<file path="src/hw/rtl/jse_pkg.sv">
// Shared types, character constants and helper functions for the JSON string escaper.
`timescale 1ns / 1ps

package jse_pkg;

    localparam logic [7:0] CH_QUOTE   = 8'h22;
    localparam logic [7:0] CH_BSLASH  = 8'h5C;
    localparam logic [7:0] CH_U       = 8'h75;
    localparam logic [7:0] CH_ZERO    = 8'h30;
    localparam logic [7:0] CH_A_SHIFT = 8'h57;   // 'a' minus ten
    localparam logic [7:0] CH_BS      = 8'h08;
    localparam logic [7:0] CH_FF      = 8'h0C;
    localparam logic [7:0] CH_LF      = 8'h0A;
    localparam logic [7:0] CH_CR      = 8'h0D;
    localparam logic [7:0] CH_TAB     = 8'h09;
    localparam logic [7:0] CH_LET_B   = 8'h62;
    localparam logic [7:0] CH_LET_F   = 8'h66;
    localparam logic [7:0] CH_LET_N   = 8'h6E;
    localparam logic [7:0] CH_LET_R   = 8'h72;
    localparam logic [7:0] CH_LET_T   = 8'h74;
    localparam logic [7:0] CTRL_LIMIT = 8'd32;

    typedef enum logic [1:0] {
        BODY_NONE,
        BODY_PLAIN,
        BODY_SHORT,
        BODY_UNICODE
    } body_kind_t;

    typedef struct packed {
        logic       open_q;
        logic       close_q;
        body_kind_t kind;
        logic [7:0] data;
    } esc_desc_t;

    function automatic logic [2:0] body_len(input body_kind_t kind);
        logic [2:0] len;
        begin
            unique case (kind)
                BODY_NONE:    len = 3'd0;
                BODY_PLAIN:   len = 3'd1;
                BODY_SHORT:   len = 3'd2;
                BODY_UNICODE: len = 3'd6;
                default:      len = 3'd0;
            endcase
            return len;
        end
    endfunction

    function automatic logic [7:0] hex_digit(input logic [3:0] nib);
        logic [7:0] ch;
        begin
            if (nib < 4'd10)
                ch = CH_ZERO + {4'b0, nib};
            else
                ch = CH_A_SHIFT + {4'b0, nib};
            return ch;
        end
    endfunction

endpackage

</file>
<file path="src/hw/rtl/jse_front.sv">
// Front end: accept input items, classify each byte and track the open-string state.
`timescale 1ns / 1ps

module jse_front
    import jse_pkg::*;
(
    input  logic       clk,
    input  logic       rst_n,
    input  logic       in_valid,
    output logic       in_stall,
    input  logic [7:0] char_byte,
    input  logic       end_of_string,
    input  logic       empty_string,
    input  logic       q_full,
    output logic       push,
    output esc_desc_t  push_desc,
    output logic       string_open
);

    logic inside_reg;
    logic inside_next;

    assign in_stall    = q_full;
    assign push        = in_valid && !q_full;
    assign string_open = inside_reg;

    always_comb
    begin
        push_desc.open_q  = !inside_reg;
        push_desc.close_q = end_of_string || empty_string;
        push_desc.data    = char_byte;
        push_desc.kind    = BODY_PLAIN;
        if (empty_string)
        begin
            push_desc.kind = BODY_NONE;
        end
        else
        begin
            unique case (char_byte)
                CH_QUOTE:  push_desc.kind = BODY_SHORT;
                CH_BSLASH: push_desc.kind = BODY_SHORT;
                CH_BS:
                begin
                    push_desc.kind = BODY_SHORT;
                    push_desc.data = CH_LET_B;
                end
                CH_FF:
                begin
                    push_desc.kind = BODY_SHORT;
                    push_desc.data = CH_LET_F;
                end
                CH_LF:
                begin
                    push_desc.kind = BODY_SHORT;
                    push_desc.data = CH_LET_N;
                end
                CH_CR:
                begin
                    push_desc.kind = BODY_SHORT;
                    push_desc.data = CH_LET_R;
                end
                CH_TAB:
                begin
                    push_desc.kind = BODY_SHORT;
                    push_desc.data = CH_LET_T;
                end
                default:
                begin
                    if (char_byte < CTRL_LIMIT)
                        push_desc.kind = BODY_UNICODE;
                    else
                        push_desc.kind = BODY_PLAIN;
                end
            endcase
        end
    end

    always_comb
    begin
        inside_next = inside_reg;
        if (push)
            inside_next = !(end_of_string || empty_string);
    end

    always_ff @(posedge clk or negedge rst_n)
    begin
        if (!rst_n)
            inside_reg <= 1'b0;
        else
            inside_reg <= inside_next;
    end

endmodule

</file>
<file path="src/hw/rtl/jse_fifo.sv">
// Short descriptor queue between the front end and the output sequencer.
`timescale 1ns / 1ps

module jse_fifo
    import jse_pkg::*;
#(
    parameter int DEPTH = 4
)
(
    input  logic      clk,
    input  logic      rst_n,
    input  logic      push,
    input  esc_desc_t push_desc,
    input  logic      pop,
    output esc_desc_t pop_desc,
    output logic      full,
    output logic      empty
);

    localparam int AW = (DEPTH > 1) ? $clog2(DEPTH) : 1;
    localparam int CW = $clog2(DEPTH + 1);
    localparam logic [AW-1:0] LAST_PTR = AW'(DEPTH - 1);
    localparam logic [CW-1:0] FULL_CNT = CW'(DEPTH);

    esc_desc_t       slots [DEPTH];
    logic [AW-1:0]   wr_ptr_reg, wr_ptr_next;
    logic [AW-1:0]   rd_ptr_reg, rd_ptr_next;
    logic [CW-1:0]   count_reg, count_next;

    assign full     = (count_reg == FULL_CNT);
    assign empty    = (count_reg == '0);
    assign pop_desc = slots[rd_ptr_reg];

    always_comb
    begin
        wr_ptr_next = wr_ptr_reg;
        rd_ptr_next = rd_ptr_reg;
        count_next  = count_reg;
        if (push)
            wr_ptr_next = (wr_ptr_reg == LAST_PTR) ? '0 : wr_ptr_reg + 1'b1;
        if (pop)
            rd_ptr_next = (rd_ptr_reg == LAST_PTR) ? '0 : rd_ptr_reg + 1'b1;
        if (push && !pop)
            count_next = count_reg + 1'b1;
        else if (pop && !push)
            count_next = count_reg - 1'b1;
    end

    always_ff @(posedge clk or negedge rst_n)
    begin
        if (!rst_n)
        begin
            wr_ptr_reg <= '0;
            rd_ptr_reg <= '0;
            count_reg  <= '0;
        end
        else
        begin
            wr_ptr_reg <= wr_ptr_next;
            rd_ptr_reg <= rd_ptr_next;
            count_reg  <= count_next;
        end
    end

    always_ff @(posedge clk)
    begin
        if (push)
            slots[wr_ptr_reg] <= push_desc;
    end

endmodule

</file>
<file path="src/hw/rtl/jse_back.sv">
// Output sequencer: expand each descriptor into quoted, escaped bytes one a cycle while the receiver does not stall.
`timescale 1ns / 1ps

module jse_back
    import jse_pkg::*;
(
    input  logic       clk,
    input  logic       rst_n,
    input  esc_desc_t  head,
    input  logic       q_empty,
    output logic       pop,
    output logic       out_valid,
    input  logic       out_stall,
    output logic [7:0] out_byte,
    output logic       last_out
);

    logic [2:0] idx_reg, idx_next;
    logic       valid_reg, valid_next;
    logic [7:0] byte_reg;
    logic       last_reg;

    logic       load;
    logic       fire;
    logic       done;
    logic [3:0] total;
    logic [2:0] len;
    logic [2:0] pos;
    logic [7:0] cur_byte;
    logic       cur_last;

    assign load = !valid_reg || !out_stall;
    assign fire = load && !q_empty;
    assign len  = body_len(head.kind);
    assign total = {3'b0, head.open_q} + {1'b0, len} + {3'b0, head.close_q};
    assign done = ({1'b0, idx_reg} + 4'd1) == total;
    assign pos  = idx_reg - {2'b0, head.open_q};
    assign pop  = fire && done;

    always_comb
    begin
        cur_last = 1'b0;
        cur_byte = CH_QUOTE;
        if (head.open_q && idx_reg == 3'd0)
        begin
            cur_byte = CH_QUOTE;
        end
        else if (pos < len)
        begin
            unique case (head.kind)
                BODY_PLAIN:
                    cur_byte = head.data;
                BODY_SHORT:
                    cur_byte = (pos == 3'd0) ? CH_BSLASH : head.data;
                BODY_UNICODE:
                begin
                    case (pos)
                        3'd0:    cur_byte = CH_BSLASH;
                        3'd1:    cur_byte = CH_U;
                        3'd4:    cur_byte = hex_digit(head.data[7:4]);
                        3'd5:    cur_byte = hex_digit(head.data[3:0]);
                        default: cur_byte = CH_ZERO;
                    endcase
                end
                default:
                    cur_byte = CH_QUOTE;
            endcase
        end
        else
        begin
            // Past the body: closing quote ends the string.
            cur_byte = CH_QUOTE;
            cur_last = 1'b1;
        end
    end

    always_comb
    begin
        idx_next   = idx_reg;
        valid_next = valid_reg;
        if (fire)
        begin
            valid_next = 1'b1;
            idx_next   = done ? 3'd0 : idx_reg + 3'd1;
        end
        else if (load)
        begin
            valid_next = 1'b0;
        end
    end

    always_ff @(posedge clk or negedge rst_n)
    begin
        if (!rst_n)
        begin
            idx_reg   <= 3'd0;
            valid_reg <= 1'b0;
        end
        else
        begin
            idx_reg   <= idx_next;
            valid_reg <= valid_next;
        end
    end

    always_ff @(posedge clk)
    begin
        if (fire)
        begin
            byte_reg <= cur_byte;
            last_reg <= cur_last;
        end
    end

    assign out_valid = valid_reg;
    assign out_byte  = byte_reg;
    assign last_out  = last_reg;

endmodule

</file>
<file path="src/hw/rtl/json_string_escaper.sv">
// Top level of the JSON string escaper: front end, descriptor queue and output sequencer.
`timescale 1ns / 1ps

// Streams a string in, one byte per item, and streams it out as a quoted JSON string
// literal, one byte per output item. An opening quote goes out before the first byte of
// a string and a closing quote, flagged by last_out, after the byte marked end_of_string.
// An item with empty_string set emits two quotes, or only the closing quote if a string
// is already open. Quote and backslash become a backslash pair, backspace, form feed,
// newline, CR and tab become their two-character escapes, other bytes below 32 become
// \u00xx in lowercase hex, and everything else passes through unchanged. The output side
// produces one byte per cycle from its output register while out_stall is low; an item
// yields as many bytes as it produces: 1 for a plain byte, 2 for a short escape, 6 for a
// \u escape, plus one for each quote it carries. The input side takes one item per cycle while the
// descriptor queue (QUEUE_DEPTH entries) has room, so bursts of plain text flow at one
// byte per cycle and escapes stall the input only once the queue has filled.

module json_string_escaper
    import jse_pkg::*;
#(
    parameter int QUEUE_DEPTH = 4
)
(
    input  logic       clk,
    input  logic       rst_n,
    input  logic       in_valid,
    output logic       in_stall,
    input  logic [7:0] char_byte,
    input  logic       end_of_string,
    input  logic       empty_string,
    output logic       out_valid,
    input  logic       out_stall,
    output logic [7:0] out_byte,
    output logic       last_out
);

    logic      push;
    logic      pop;
    logic      q_full;
    logic      q_empty;
    logic      string_open;
    esc_desc_t push_desc;
    esc_desc_t head_desc;

    // Classify each accepted byte into a descriptor and track the open quote.
    jse_front u_front (
        .clk           (clk),
        .rst_n         (rst_n),
        .in_valid      (in_valid),
        .in_stall      (in_stall),
        .char_byte     (char_byte),
        .end_of_string (end_of_string),
        .empty_string  (empty_string),
        .q_full        (q_full),
        .push          (push),
        .push_desc     (push_desc),
        .string_open   (string_open)
    );

    // Decouple the two sides so escapes drain while new bytes arrive.
    jse_fifo #(
        .DEPTH (QUEUE_DEPTH)
    ) u_fifo (
        .clk       (clk),
        .rst_n     (rst_n),
        .push      (push),
        .push_desc (push_desc),
        .pop       (pop),
        .pop_desc  (head_desc),
        .full      (q_full),
        .empty     (q_empty)
    );

    // Expand the head descriptor into output bytes, one a cycle while the receiver does not stall.
    jse_back u_back (
        .clk       (clk),
        .rst_n     (rst_n),
        .head      (head_desc),
        .q_empty   (q_empty),
        .pop       (pop),
        .out_valid (out_valid),
        .out_stall (out_stall),
        .out_byte  (out_byte),
        .last_out  (last_out)
    );

    // The closing-quote flag only ever rides on a quote byte.
    assert property (@(posedge clk) disable iff (!rst_n)
        (out_valid && last_out) |-> (out_byte == CH_QUOTE))
        else $error("last_out set on a byte that is not a quote");

    // Ending or emptying a string leaves no string open.
    assert property (@(posedge clk) disable iff (!rst_n)
        (in_valid && !in_stall && (end_of_string || empty_string)) |=> !string_open)
        else $error("string still open after end or empty item");

    // The sequencer never retires a descriptor from an empty queue.
    assert property (@(posedge clk) disable iff (!rst_n)
        q_empty |-> !pop)
        else $error("pop from empty descriptor queue");

endmodule

</file>
<file path="config.mk">
export PLATFORM = sky130hd
export DESIGN_NAME = json_string_escaper
export DESIGN_NICKNAME = d
export VERILOG_FILES = /design/src/hw/rtl/jse_pkg.sv /design/src/hw/rtl/jse_front.sv /design/src/hw/rtl/jse_fifo.sv /design/src/hw/rtl/jse_back.sv /design/src/hw/rtl/json_string_escaper.sv
export SDC_FILE = /design/constraint.sdc
export NUM_CORES = 1
export LEC_CHECK = 0
export BUFFER_PORTS_ARGS = -buffer_cell sky130_fd_sc_hd__buf_2
export CAP_MARGIN = 20
export CORE_ASPECT_RATIO = 1.1
export CORE_MARGIN = 2
export CORE_UTILIZATION = 60
export CTS_CLUSTER_SIZE = 40
export DETAILED_ROUTE_END_ITERATION = 6
export GPL_ROUTABILITY_DRIVEN = 0
export PLACE_DENSITY = 0.79
export SETUP_SLACK_MARGIN = 0.4
export SYNTH_ARGS = -nofsm -noshare
export SYNTH_HDL_FRONTEND = slang
export SYNTH_SLANG_ARGS = --single-unit
export TNS_END_PERCENT = 20
</file>
<file path="constraint.sdc">
create_clock -name clk -period 4.45 [get_ports clk]
set_clock_uncertainty 0.15 [all_clocks]
set_input_delay 0.89 -clock clk [delete_from_list [all_inputs] [get_ports clk]]
set_output_delay 0.89 -clock clk [all_outputs]
set_load 0.02 [all_outputs]
</file>
### Word level (Yosys, flattened, before mapping)

Memories as Yosys holds them, arrays and structs flattened.
Cells that the tools add are included.

* memories kept: 1
* bits in writable memories: 48
* bits in registers: 21
* word-level logic and storage cells: 89

Memories
* u_fifo.slots: depth 4, bits a word 12, read ports 1, clocked after memory_dff 0, wr ports 1, line jse_fifo.sv:25 `esc_desc_t slots [DEPTH];`

* equal/unequal tests: 17
* muxes and demuxes: 21
* bitwise gates (word level): 1
* add/subtract/negate cells: 13
* order comparisons: 4
* reductions and logical operators: 24

Operator list (number)
* $eq 8x4->1 const B: 5
* $pmux 8 s5: 1
* $mux 8: 4
* $pmux 8 s4: 1
* $pmux 8 s3: 1
* $add 7x4->8 const A: 2
* $add 6x4->7 const A: 2
* $pmux 3 s4: 1
* $mux 2: 5
* $eq 3x3->1 const B: 3
* $logic_not 3->1: 3
* $mux 3: 3
* $eq 2x2->1 const B: 4
* $eq 8x6->1 const B: 1
* $eq 8x7->1 const B: 1
* $logic_not 1->1: 8
* $lt 4x4->1 const B: 2
* $lt 8x6->1 const B: 1
* $reduce_or 7->1: 1
* $add 3x1->3 const B: 2
* $logic_and 1x1->1: 6
* $mux 1: 5
* $add 1x3->4: 1
* $add 2x1->2 const B: 2
* 13 further kinds: 15

### Longest topological paths before layout

Gate-level depths: netlist (run 1).
An unclocked memory read counts as a cell.

* depth in word-level cells: 10
* mapped depth: 18
* mapped depth without buffers: 17

### Cells and area by module

Synthesis (run 1) repeated with hierarchy kept, for this count alone.

* cells, all modules: 275
* area total of the unflattened synthesis: 3633.5 µm²

Modules (own cells, without submodules)
* jse_fifo: area an instance 2174.6 µm², cells an instance 100, sequential area each 1616.6 µm², times used 1
* jse_back: area an instance 1187.4 µm², cells an instance 134, sequential area each 370.4 µm², times used 1
* jse_front: area an instance 271.5 µm², cells an instance 41, sequential area each 25.0 µm², times used 1

### Least setup slack after synthesis (run 1)

No wires, ideal clock.

* path kind: reg-to-reg
* from: register u_fifo.rd_ptr_reg[0]
* to: register u_fifo.count_reg[2]
* data arrival time: 3632 ps
* buffers on the path: 1
* slack: 589 ps
* period minus slack after synthesis: 3861 ps
* library setup time: 79 ps
* cell stages (with the launch flop): 19
* cell sequence: dfrtp_1 buf_6 mux4_2 inv_1 nand2_1 fa_1 inv_1 ha_1 xor2_1 xnor2_1 and3_1 o211a_4 nand2_4 ha_1 inv_1 fa_1 xor2_1 nor2_1 xor2_1

* longest elaborated chain between the ends: 10
* elaborated cells between the ends (all ways): 15
* classes of those cells: add/sub (2); eq/ne (4); mux (2); reduce/logical (6); memory (1)

Ends and longest elaborated chain
* from (decl): line jse_fifo.sv:27 `logic [AW-1:0] rd_ptr_reg, rd_ptr_next;`
* from (signal assigned): line jse_fifo.sv:60 `rd_ptr_reg <= rd_ptr_next;`
* $mem_v2 4x12 *
* $eq 2x2->1, or another cell as far along: line jse_pkg.sv:40 `unique case (kind)`
* $pmux 3 s4: line jse_pkg.sv:40
* $add 1x3->4: line jse_back.sv:35 `assign total = {3'b0, head.open_q} + {1'b0, len} + {3'b0, head.close_q};`
* $add 4x1->4 *: line jse_back.sv:35
* $eq 4x4->1 *: line jse_back.sv:36 `assign done = ({1'b0, idx_reg} + 4'd1) == total;`
* $logic_and 1x1->1 *: line jse_back.sv:38 `assign pop = fire && done;`
* $logic_not 1->1: line jse_fifo.sv:43 `if (push && !pop)`
* $logic_and 1x1->1: line jse_fifo.sv:43
* $mux 3 or $reduce_bool 2->1 (tied branches)
* to (signal assigned): line jse_fifo.sv:61 `count_reg <= count_next;`
* to (decl): line jse_fifo.sv:28 `logic [CW-1:0] count_reg, count_next;`

Mark *: on every way between the ends. The rest lies on a longest branch, timed or not.
A chain may end at the register's enable or synchronous reset.

### Final worst setup path (run 1)

Ends and elaborated chain as after synthesis.

==> results of run 1 <==
-- final timing paths --
| check | start | end | slack [ps] | cells past startpoint |
|---|---|---|---|---|
| worst max-delay path | u_fifo.rd_ptr_reg[0]$_DFFE_PN0P_ | u_fifo.count_reg[2]$_DFFE_PN0P_ | 580 | 17 |
| worst min-delay path | rst_n | u_fifo.wr_ptr_reg[0]$_DFFE_PN0P_ | 270 | 1 |
| worst max register to register | u_fifo.rd_ptr_reg[0]$_DFFE_PN0P_ | u_fifo.count_reg[2]$_DFFE_PN0P_ | 580 | 17 |
| worst min register to register | u_front.string_open$_DFFE_PN0P_ | u_front.string_open$_DFFE_PN0P_ | 340 | 2 |
| max in group asynchronous | rst_n | u_fifo.rd_ptr_reg[1]$_DFFE_PN0P_ | 3650 | 1 |
| min in group clk | u_front.string_open$_DFFE_PN0P_ | u_front.string_open$_DFFE_PN0P_ | 340 | 2 |
-- stage by stage --
| stage | cells | hold WS [ps] | power, mW | setup WS, ps |
|---|---|---|---|---|
| 2_1_floorplan | 255 | 299.8 | 2.234 | 589.1 |
| 4_1_cts | 372 | 264.3 | 3.128 | 421.2 |
| 6_report | 375 | 266.5 | 3.155 | 575.1 |
| 3_5_place_dp | 356 | 323.9 | 2.574 | 470.5 |
| 3_3_place_gp | 356 | 316.4 | 2.518 | 603.2 |
| 5_1_grt | 375 | 278.6 | 3.394 | 386.9 |
-- synth_stat cells, types with 2 or more instances --
library cell / number / share of area
sky130_fd_sc_hd__nor2_1: 9 / 0.0097
sky130_fd_sc_hd__o21ai_1: 5 / 0.0072
sky130_fd_sc_hd__o21ai_0: 9 / 0.013
sky130_fd_sc_hd__or3_1: 3 / 0.0054
sky130_fd_sc_hd__o21ai_2: 2 / 0.0050
sky130_fd_sc_hd__xor2_1: 5 / 0.013
sky130_fd_sc_hd__dfrtp_1: 12 / 0.086
sky130_fd_sc_hd__a31oi_1: 2 / 0.0036
sky130_fd_sc_hd__or2_2: 2 / 0.0036
sky130_fd_sc_hd__a21oi_1: 12 / 0.017
sky130_fd_sc_hd__nand3_1: 5 / 0.0072
sky130_fd_sc_hd__and3_1: 2 / 0.0036
sky130_fd_sc_hd__mux2_2: 2 / 0.0065
sky130_fd_sc_hd__a21o_1: 5 / 0.011
sky130_fd_sc_hd__nor2b_1: 4 / 0.0072
sky130_fd_sc_hd__nand2_1: 18 / 0.019
sky130_fd_sc_hd__and2_1: 5 / 0.0090
sky130_fd_sc_hd__nand3b_1: 2 / 0.0043
sky130_fd_sc_hd__inv_1: 17 / 0.018
sky130_fd_sc_hd__xnor2_1: 7 / 0.018
sky130_fd_sc_hd__edfxtp_1: 57 / 0.49
sky130_fd_sc_hd__mux2i_1: 2 / 0.0058
sky130_fd_sc_hd__nand2b_1: 5 / 0.0090
sky130_fd_sc_hd__mux2_4: 2 / 0.0086
sky130_fd_sc_hd__nand2_4: 2 / 0.0065
sky130_fd_sc_hd__a311oi_1: 2 / 0.0050
sky130_fd_sc_hd__nor3_1: 7 / 0.010
sky130_fd_sc_hd__mux4_2: 12 / 0.078
sky130_fd_sc_hd__ha_1: 15 / 0.054
sky130_fd_sc_hd__fa_1: 2 / 0.012
sky130_fd_sc_hd__buf_6: 2 / 0.0065
-- power by group --
| part | internal, mW | switching, mW | leakage, nW |
|---|---|---|---|
| clock network | 0.312 | 0.234 | 0.107 |
| registers | 0.923 | 0.0890 | 0.668 |
| logic | 0.693 | 0.904 | 0.771 |
-- cell families (layout without fill, tap and decap cells) --
logic type	after synthesis	after routing	synth area share
XOR/XNOR	12	12	0.03020
multiplexers	18	18	0.09853
AND/OR/NAND/NOR	71	71	0.1122
flip-flops	69	69	0.5782
AO/OA/AOI/OAI	47	47	0.08811
adder cells (fa/ha/maj)	17	17	0.06544
buffers and inverters	21	64	0.02733
-- repair_timing --
action	CTS	global route
hold buffers	0	0
gates resized for setup	0	4
buffers inserted	0	3
setup endpoints to repair	0	2
-- metal layers --
layer  up-vias  part of all wire
li1       1033                 -
met1      1051              0.44
met2        79              0.51
met3        10             0.039
met4         0             0.010
met5         -                 0
-- layout make-up --
cell class,count,area (um2),share of cell area
multi-input cells,165,1373,0.3484
inverters,17,63.81,0.01620
clock inverters,7,90.09,0.02286
repair buffers,31,180.2,0.04573
clock buffers,9,123.9,0.03144
well taps,77,96.34,0.02445
flip-flops and latches,69,2013,0.5110
==> impl_metrics.yaml, run 1 <==
floorplanning:
  floorplan.initialDensity: 0.6108
  dieHeight_um: 83.87
  floorplan.die.width_um: 76.61
  design.core.area_um2: 5697
  ioPinCount: 25
  rows: 29
  design.die.area_um2: 6425
drt:
  wl_per_cell_um: 16.15
  routed_via_density: 5.795
  drc_violation_count_after_routing: 0
  drt_first_pass_iters: 4
  detail_route.iter0.violations: 133
  num_vias: 2173
  drt_wl_total_mm: 6.056
  ant_nets: 0
final_layout:
  mostFrequentLayoutCells: "sky130_fd_sc_hd__edfxtp_1, sky130_fd_sc_hd__buf_2, sky130_fd_sc_hd__nand2_1"
  layout-area-overhead-vs-synth_pct: 13.23
  most_frequent_standard_cell_in_the_layout_excluding_fill_and_tap_cells: "sky130_fd_sc_hd__edfxtp_1"
  fin_nets: 324
  largest_reg_flops: 48
  largest_register: "u_fifo.slots"
  final_core_util: 0.6916
  nFillCells: 393
  antenna-diode-count: 0
  drive_gt1_frac: 0.2450
  finish.instance_area_um2: 3940
global_routing:
  gr-total-overflow: 0
  groute.layer.met2.usage: 0.3516
  grt_use_met3: 0.04329
  grt_max_degree: 16
  routing_layer_with_the_top_usage_in_global_route: "met2"
  groute.layer.met1.usage: 0.2738
  grt_pass1_vias: 2164
  grt_first_pass_wirelength_mm: 10.42
  global_route.usage.total: 0.2107
  antenna_found_initial: 0
hold_path:
  min_path_type: "in2async"
clock_network:
  cts.sink_count: 69
  clock_latency_ps: 340
  clock_pin_slew_reported_for_the_worst_setup_and_hold_paths_after_clock_tree_synthesis_ps: 70
  cts_tree: "yes"
  number_of_clock_buffers_inserted_by_tritoncts: 9
  htree_levels: 3
  ctsLongestPathBuffers: 2
  cts_root_buf: "sky130_fd_sc_hd__clkbuf_8"
yosys:
  ys.flop_type: "sky130_fd_sc_hd__edfxtp_1"
  synthesis.area_um2: 3480
  ys.warnings.count: 0
  ys_seq_area_frac: 0.5782
  post_synthesis_cell_type_count: 50
  synth_nets: 286
  syn-instance-count: 255
  syn_avg_cell_area_um2: 13.65
  synth_enable_flop_cells: 57
  synth_seq_cells: 69
  synth_async_sr_flop_share: 0.1739
sta:
  max_slew.worst_pin.slew_ps: 607.0
  unrepaired_setup_endpoints_after_global_routing: "no"
  fin_setup_tns_ps: 0
  finalMaxSlewViolations: 0
  achievable-frequency_mhz: 258.1
  min_period_over_period: 0.8708
  worst_slew_margin_rel: 0.5926
  timing.final.setup_violations: 0
  finalHoldViolCount: 0
  fin_crit_ps: 3875
power:
  vdd_drop_max_v: 0.0003466
  power_leakage_nw: 1.546
  power_per_cell_area_nw_per_um2: 800.8
critical_path:
  cpPeakStageDelay_ps: 550
  worst-endpoint-arrival_ps: 3990
  critical_path.cell_chain: "mux4_2, inv_2, nand2_1, fa_1, inv_1, ha_1, xor2_1, xnor2_1, and3_1, o211a_4, nand2_4, ha_1, inv_1, fa_1, xor2_1, nor2_1, xor2_1"
  worstSetupEndpointType: "register"
  worstSetupPathType: "reg2reg"
  crit_fanout: 4
  worst_path_max_delay_cell: "sky130_fd_sc_hd__mux4_2"
  top_cell_by_count_worst_path: "sky130_fd_sc_hd__xor2_1"
  cp.required_ps: 4560
  timing.critical_path.from_type: "register"
  cp_top_family: "adder cells"
  path_buf_inv: 3
job:
  max-cap-violations: 0
place:
  numPortBuffers: 24
  place.detailed.hpwl_mm: 4.290
  place_area_um2: 3695
outcome:
  status: "finished clean"
Note: power is estimated with default switching activity, not from simulation.
==> inputs of run 2 (changes only) <==
--- a/config.mk
+++ b/config.mk
@@ -5,16 +5,17 @@
 export SDC_FILE = /design/constraint.sdc
 export NUM_CORES = 1
 export LEC_CHECK = 0
-export BUFFER_PORTS_ARGS = -buffer_cell sky130_fd_sc_hd__buf_2
 export CAP_MARGIN = 20
 export CORE_ASPECT_RATIO = 1.1
 export CORE_MARGIN = 2
 export CORE_UTILIZATION = 60
 export CTS_CLUSTER_SIZE = 40
 export DETAILED_ROUTE_END_ITERATION = 6
+export DONT_BUFFER_PORTS = 1
 export GPL_ROUTABILITY_DRIVEN = 0
-export PLACE_DENSITY = 0.79
+export PLACE_DENSITY = 0.76
 export SETUP_SLACK_MARGIN = 0.4
+export SLEW_MARGIN = 20
 export SYNTH_ARGS = -nofsm -noshare
 export SYNTH_HDL_FRONTEND = slang
 export SYNTH_SLANG_ARGS = --single-unit
==> impl_metrics.yaml, run 2 (synthesized netlist as in run 1, its figures left out) <==
floorplanning:
  floorplan.die.width_um: 76.61
  design.die.area_um2: 6425
  dieHeight_um: 83.87
  rows: 29
  floorplan.initialDensity: 0.6108
  ioPinCount: 25
  design.core.area_um2: 5697
sta:
  unrepaired_setup_endpoints_after_global_routing: "no"
  max_slew.worst_pin.slew_ps: 799.5
  timing.final.setup_violations: 0
  postLayoutSetupSlackWorst_ps: 551.7
  fin_crit_ps: 3898
  worst_slew_margin_rel: 0.4658
  finalMaxSlewViolations: 0
  achievable-frequency_mhz: 256.5
  fin_setup_tns_ps: 0
  finalHoldViolCount: 0
  min_period_over_period: 0.8760
power:
  vdd_drop_max_v: 0.0003617
  power_per_cell_area_nw_per_um2: 840.6
  total_power_mw: 3.322
  power_leakage_nw: 1.496
critical_path:
  worstSetupEndpointType: "register"
  worst_path_max_delay_cell: "sky130_fd_sc_hd__mux4_2"
  critical_path.cell_chain: "mux4_2, inv_2, nand2_1, fa_2, inv_2, ha_4, xor2_4, xnor2_2, and3_1, o211a_4, nand2_4, ha_2, inv_1, fa_1, xor2_1, nor2_1, xor2_1"
  cp.required_ps: 4560
  worstSetupPathType: "reg2reg"
  timing.critical_path.from_type: "register"
  crit_fanout: 4
  worst-endpoint-arrival_ps: 4010
  cpPeakStageDelay_ps: 600
outcome:
  status: "finished clean"
drt:
  ant_nets: 0
  wl_per_cell_um: 17.00
  drt_first_pass_iters: 4
  detail_route.iter0.violations: 117
  routed_via_density: 5.797
  num_vias: 2052
  drt_wl_total_mm: 6.019
  drc_violation_count_after_routing: 0
final_layout:
  layout-area-overhead-vs-synth_pct: 13.59
  largest_reg_flops: 48
  most_frequent_standard_cell_in_the_layout_excluding_fill_and_tap_cells: "sky130_fd_sc_hd__edfxtp_1"
  final_core_util: 0.6938
  fin_nets: 303
  antenna-diode-count: 0
  nFillCells: 397
  mostFrequentLayoutCells: "sky130_fd_sc_hd__edfxtp_1, sky130_fd_sc_hd__nand2_1, sky130_fd_sc_hd__inv_1"
  largest_register: "u_fifo.slots"
  drive_gt1_frac: 0.2058
place:
  numPortBuffers: 0
  place.detailed.hpwl_mm: 4.145
  dp_slack_ps: 493.9
hold_path:
  min_path_type: "in2async"
clock_network:
  htree_levels: 3
  clock_latency_ps: 340
  ctsLongestPathBuffers: 2
  cts_root_buf: "sky130_fd_sc_hd__clkbuf_8"
  cts.sink_count: 69
  number_of_clock_buffers_inserted_by_tritoncts: 9
  cts_tree: "yes"
  clock_pin_slew_reported_for_the_worst_setup_and_hold_paths_after_clock_tree_synthesis_ps: 70
  hold_buffers: 0
global_routing:
  global_route.usage.total: 0.2041
  grt_first_pass_wirelength_mm: 9.784
  grt_pass1_vias: 2070
  gr-total-overflow: 0
  grt_max_degree: 16
  antenna_found_initial: 0
job:
  max-cap-violations: 0
-- run 2: cell types whose count changed in the layout (fill, tap and decap cells not counted), moves of 2 or more --
cell	delta
sky130_fd_sc_hd__buf_2	-24
sky130_fd_sc_hd__bufinv_16	+2
sky130_fd_sc_hd__buf_12	+2
sky130_fd_sc_hd__clkinv_2	-2
sky130_fd_sc_hd__buf_4	+2
sky130_fd_sc_hd__ha_1	-2
-- run 2: through the flow --
stage / cells / instance area (um2) / hold WS, ps
6_report: 354 / 3953 / 88.06
5_1_grt: 354 / 3953 / 69.08
3_3_place_gp: 332 / 3575 / 312.7
2_1_floorplan: 255 / 3480 / 299.8
4_1_cts: 348 / 3839 / 73.85
3_5_place_dp: 332 / 3575 / 328.2
-- run 2: area by class of cell --
class                   instances  area, um2  area share
well taps                      77      96.34     0.02437
clock inverters                 6      136.4     0.03450
inverters                      17      63.81     0.01614
flip-flops and latches         69       2012      0.5090
clock buffers                  10      127.6     0.03229
repair buffers                 10      100.1     0.02532
multi-input cells             165       1416      0.3583
-- run 2: worst paths after layout --
check	from	slack [ps]	cells after the start	end
max in group asynchronous	rst_n	3990	0	u_back.idx_reg[0]$_DFFE_PN0P_
min in group clk	u_fifo.count_reg[2]$_DFFE_PN0P_	340	1	u_fifo.count_reg[2]$_DFFE_PN0P_
min reg2reg	u_fifo.count_reg[2]$_DFFE_PN0P_	340	1	u_fifo.count_reg[2]$_DFFE_PN0P_
min	rst_n	90	0	u_fifo.wr_ptr_reg[0]$_DFFE_PN0P_
max	u_fifo.rd_ptr_reg[0]$_DFFE_PN0P_	550	17	u_fifo.count_reg[2]$_DFFE_PN0P_
max reg2reg	u_fifo.rd_ptr_reg[0]$_DFFE_PN0P_	550	17	u_fifo.count_reg[2]$_DFFE_PN0P_
-- run 2: critical path: cells and delay by family, from the launching register on --
kind                     cells  cell delay, ps
AO/OA/AOI/OAI                1             250
XOR/XNOR                     4             590
adder cells (fa/ha/maj)      4            1070
buffers and inverters        3             240
flip-flops                   1             420
multiplexers                 1             600
AND/OR/NAND/NOR              4             500
-- run 2: metal layers --
| metal | routed length, um | track usage | vias up |
|---|---|---|---|
| li1 | - | - | 987 |
| met1 | 2694 | 0.2635 | 998 |
| met2 | 3018 | 0.3218 | 55 |
| met3 | 169 | 0.04545 | 12 |
| met4 | 137 | 0.1157 | 0 |
| met5 | 0 | 0 | - |
-- run 2: what timing repair did --
action                     4_1_cts  5_1_grt
setup buffers                    0        6
resized for setup                0       12
setup endpoints to repair        0        2
-- run 2: where the power goes --
part	internal (mW)	switching [mW]
clock	0.430	0.234
combinational	0.729	0.859
sequential	0.926	0.144
total	2.08	1.24
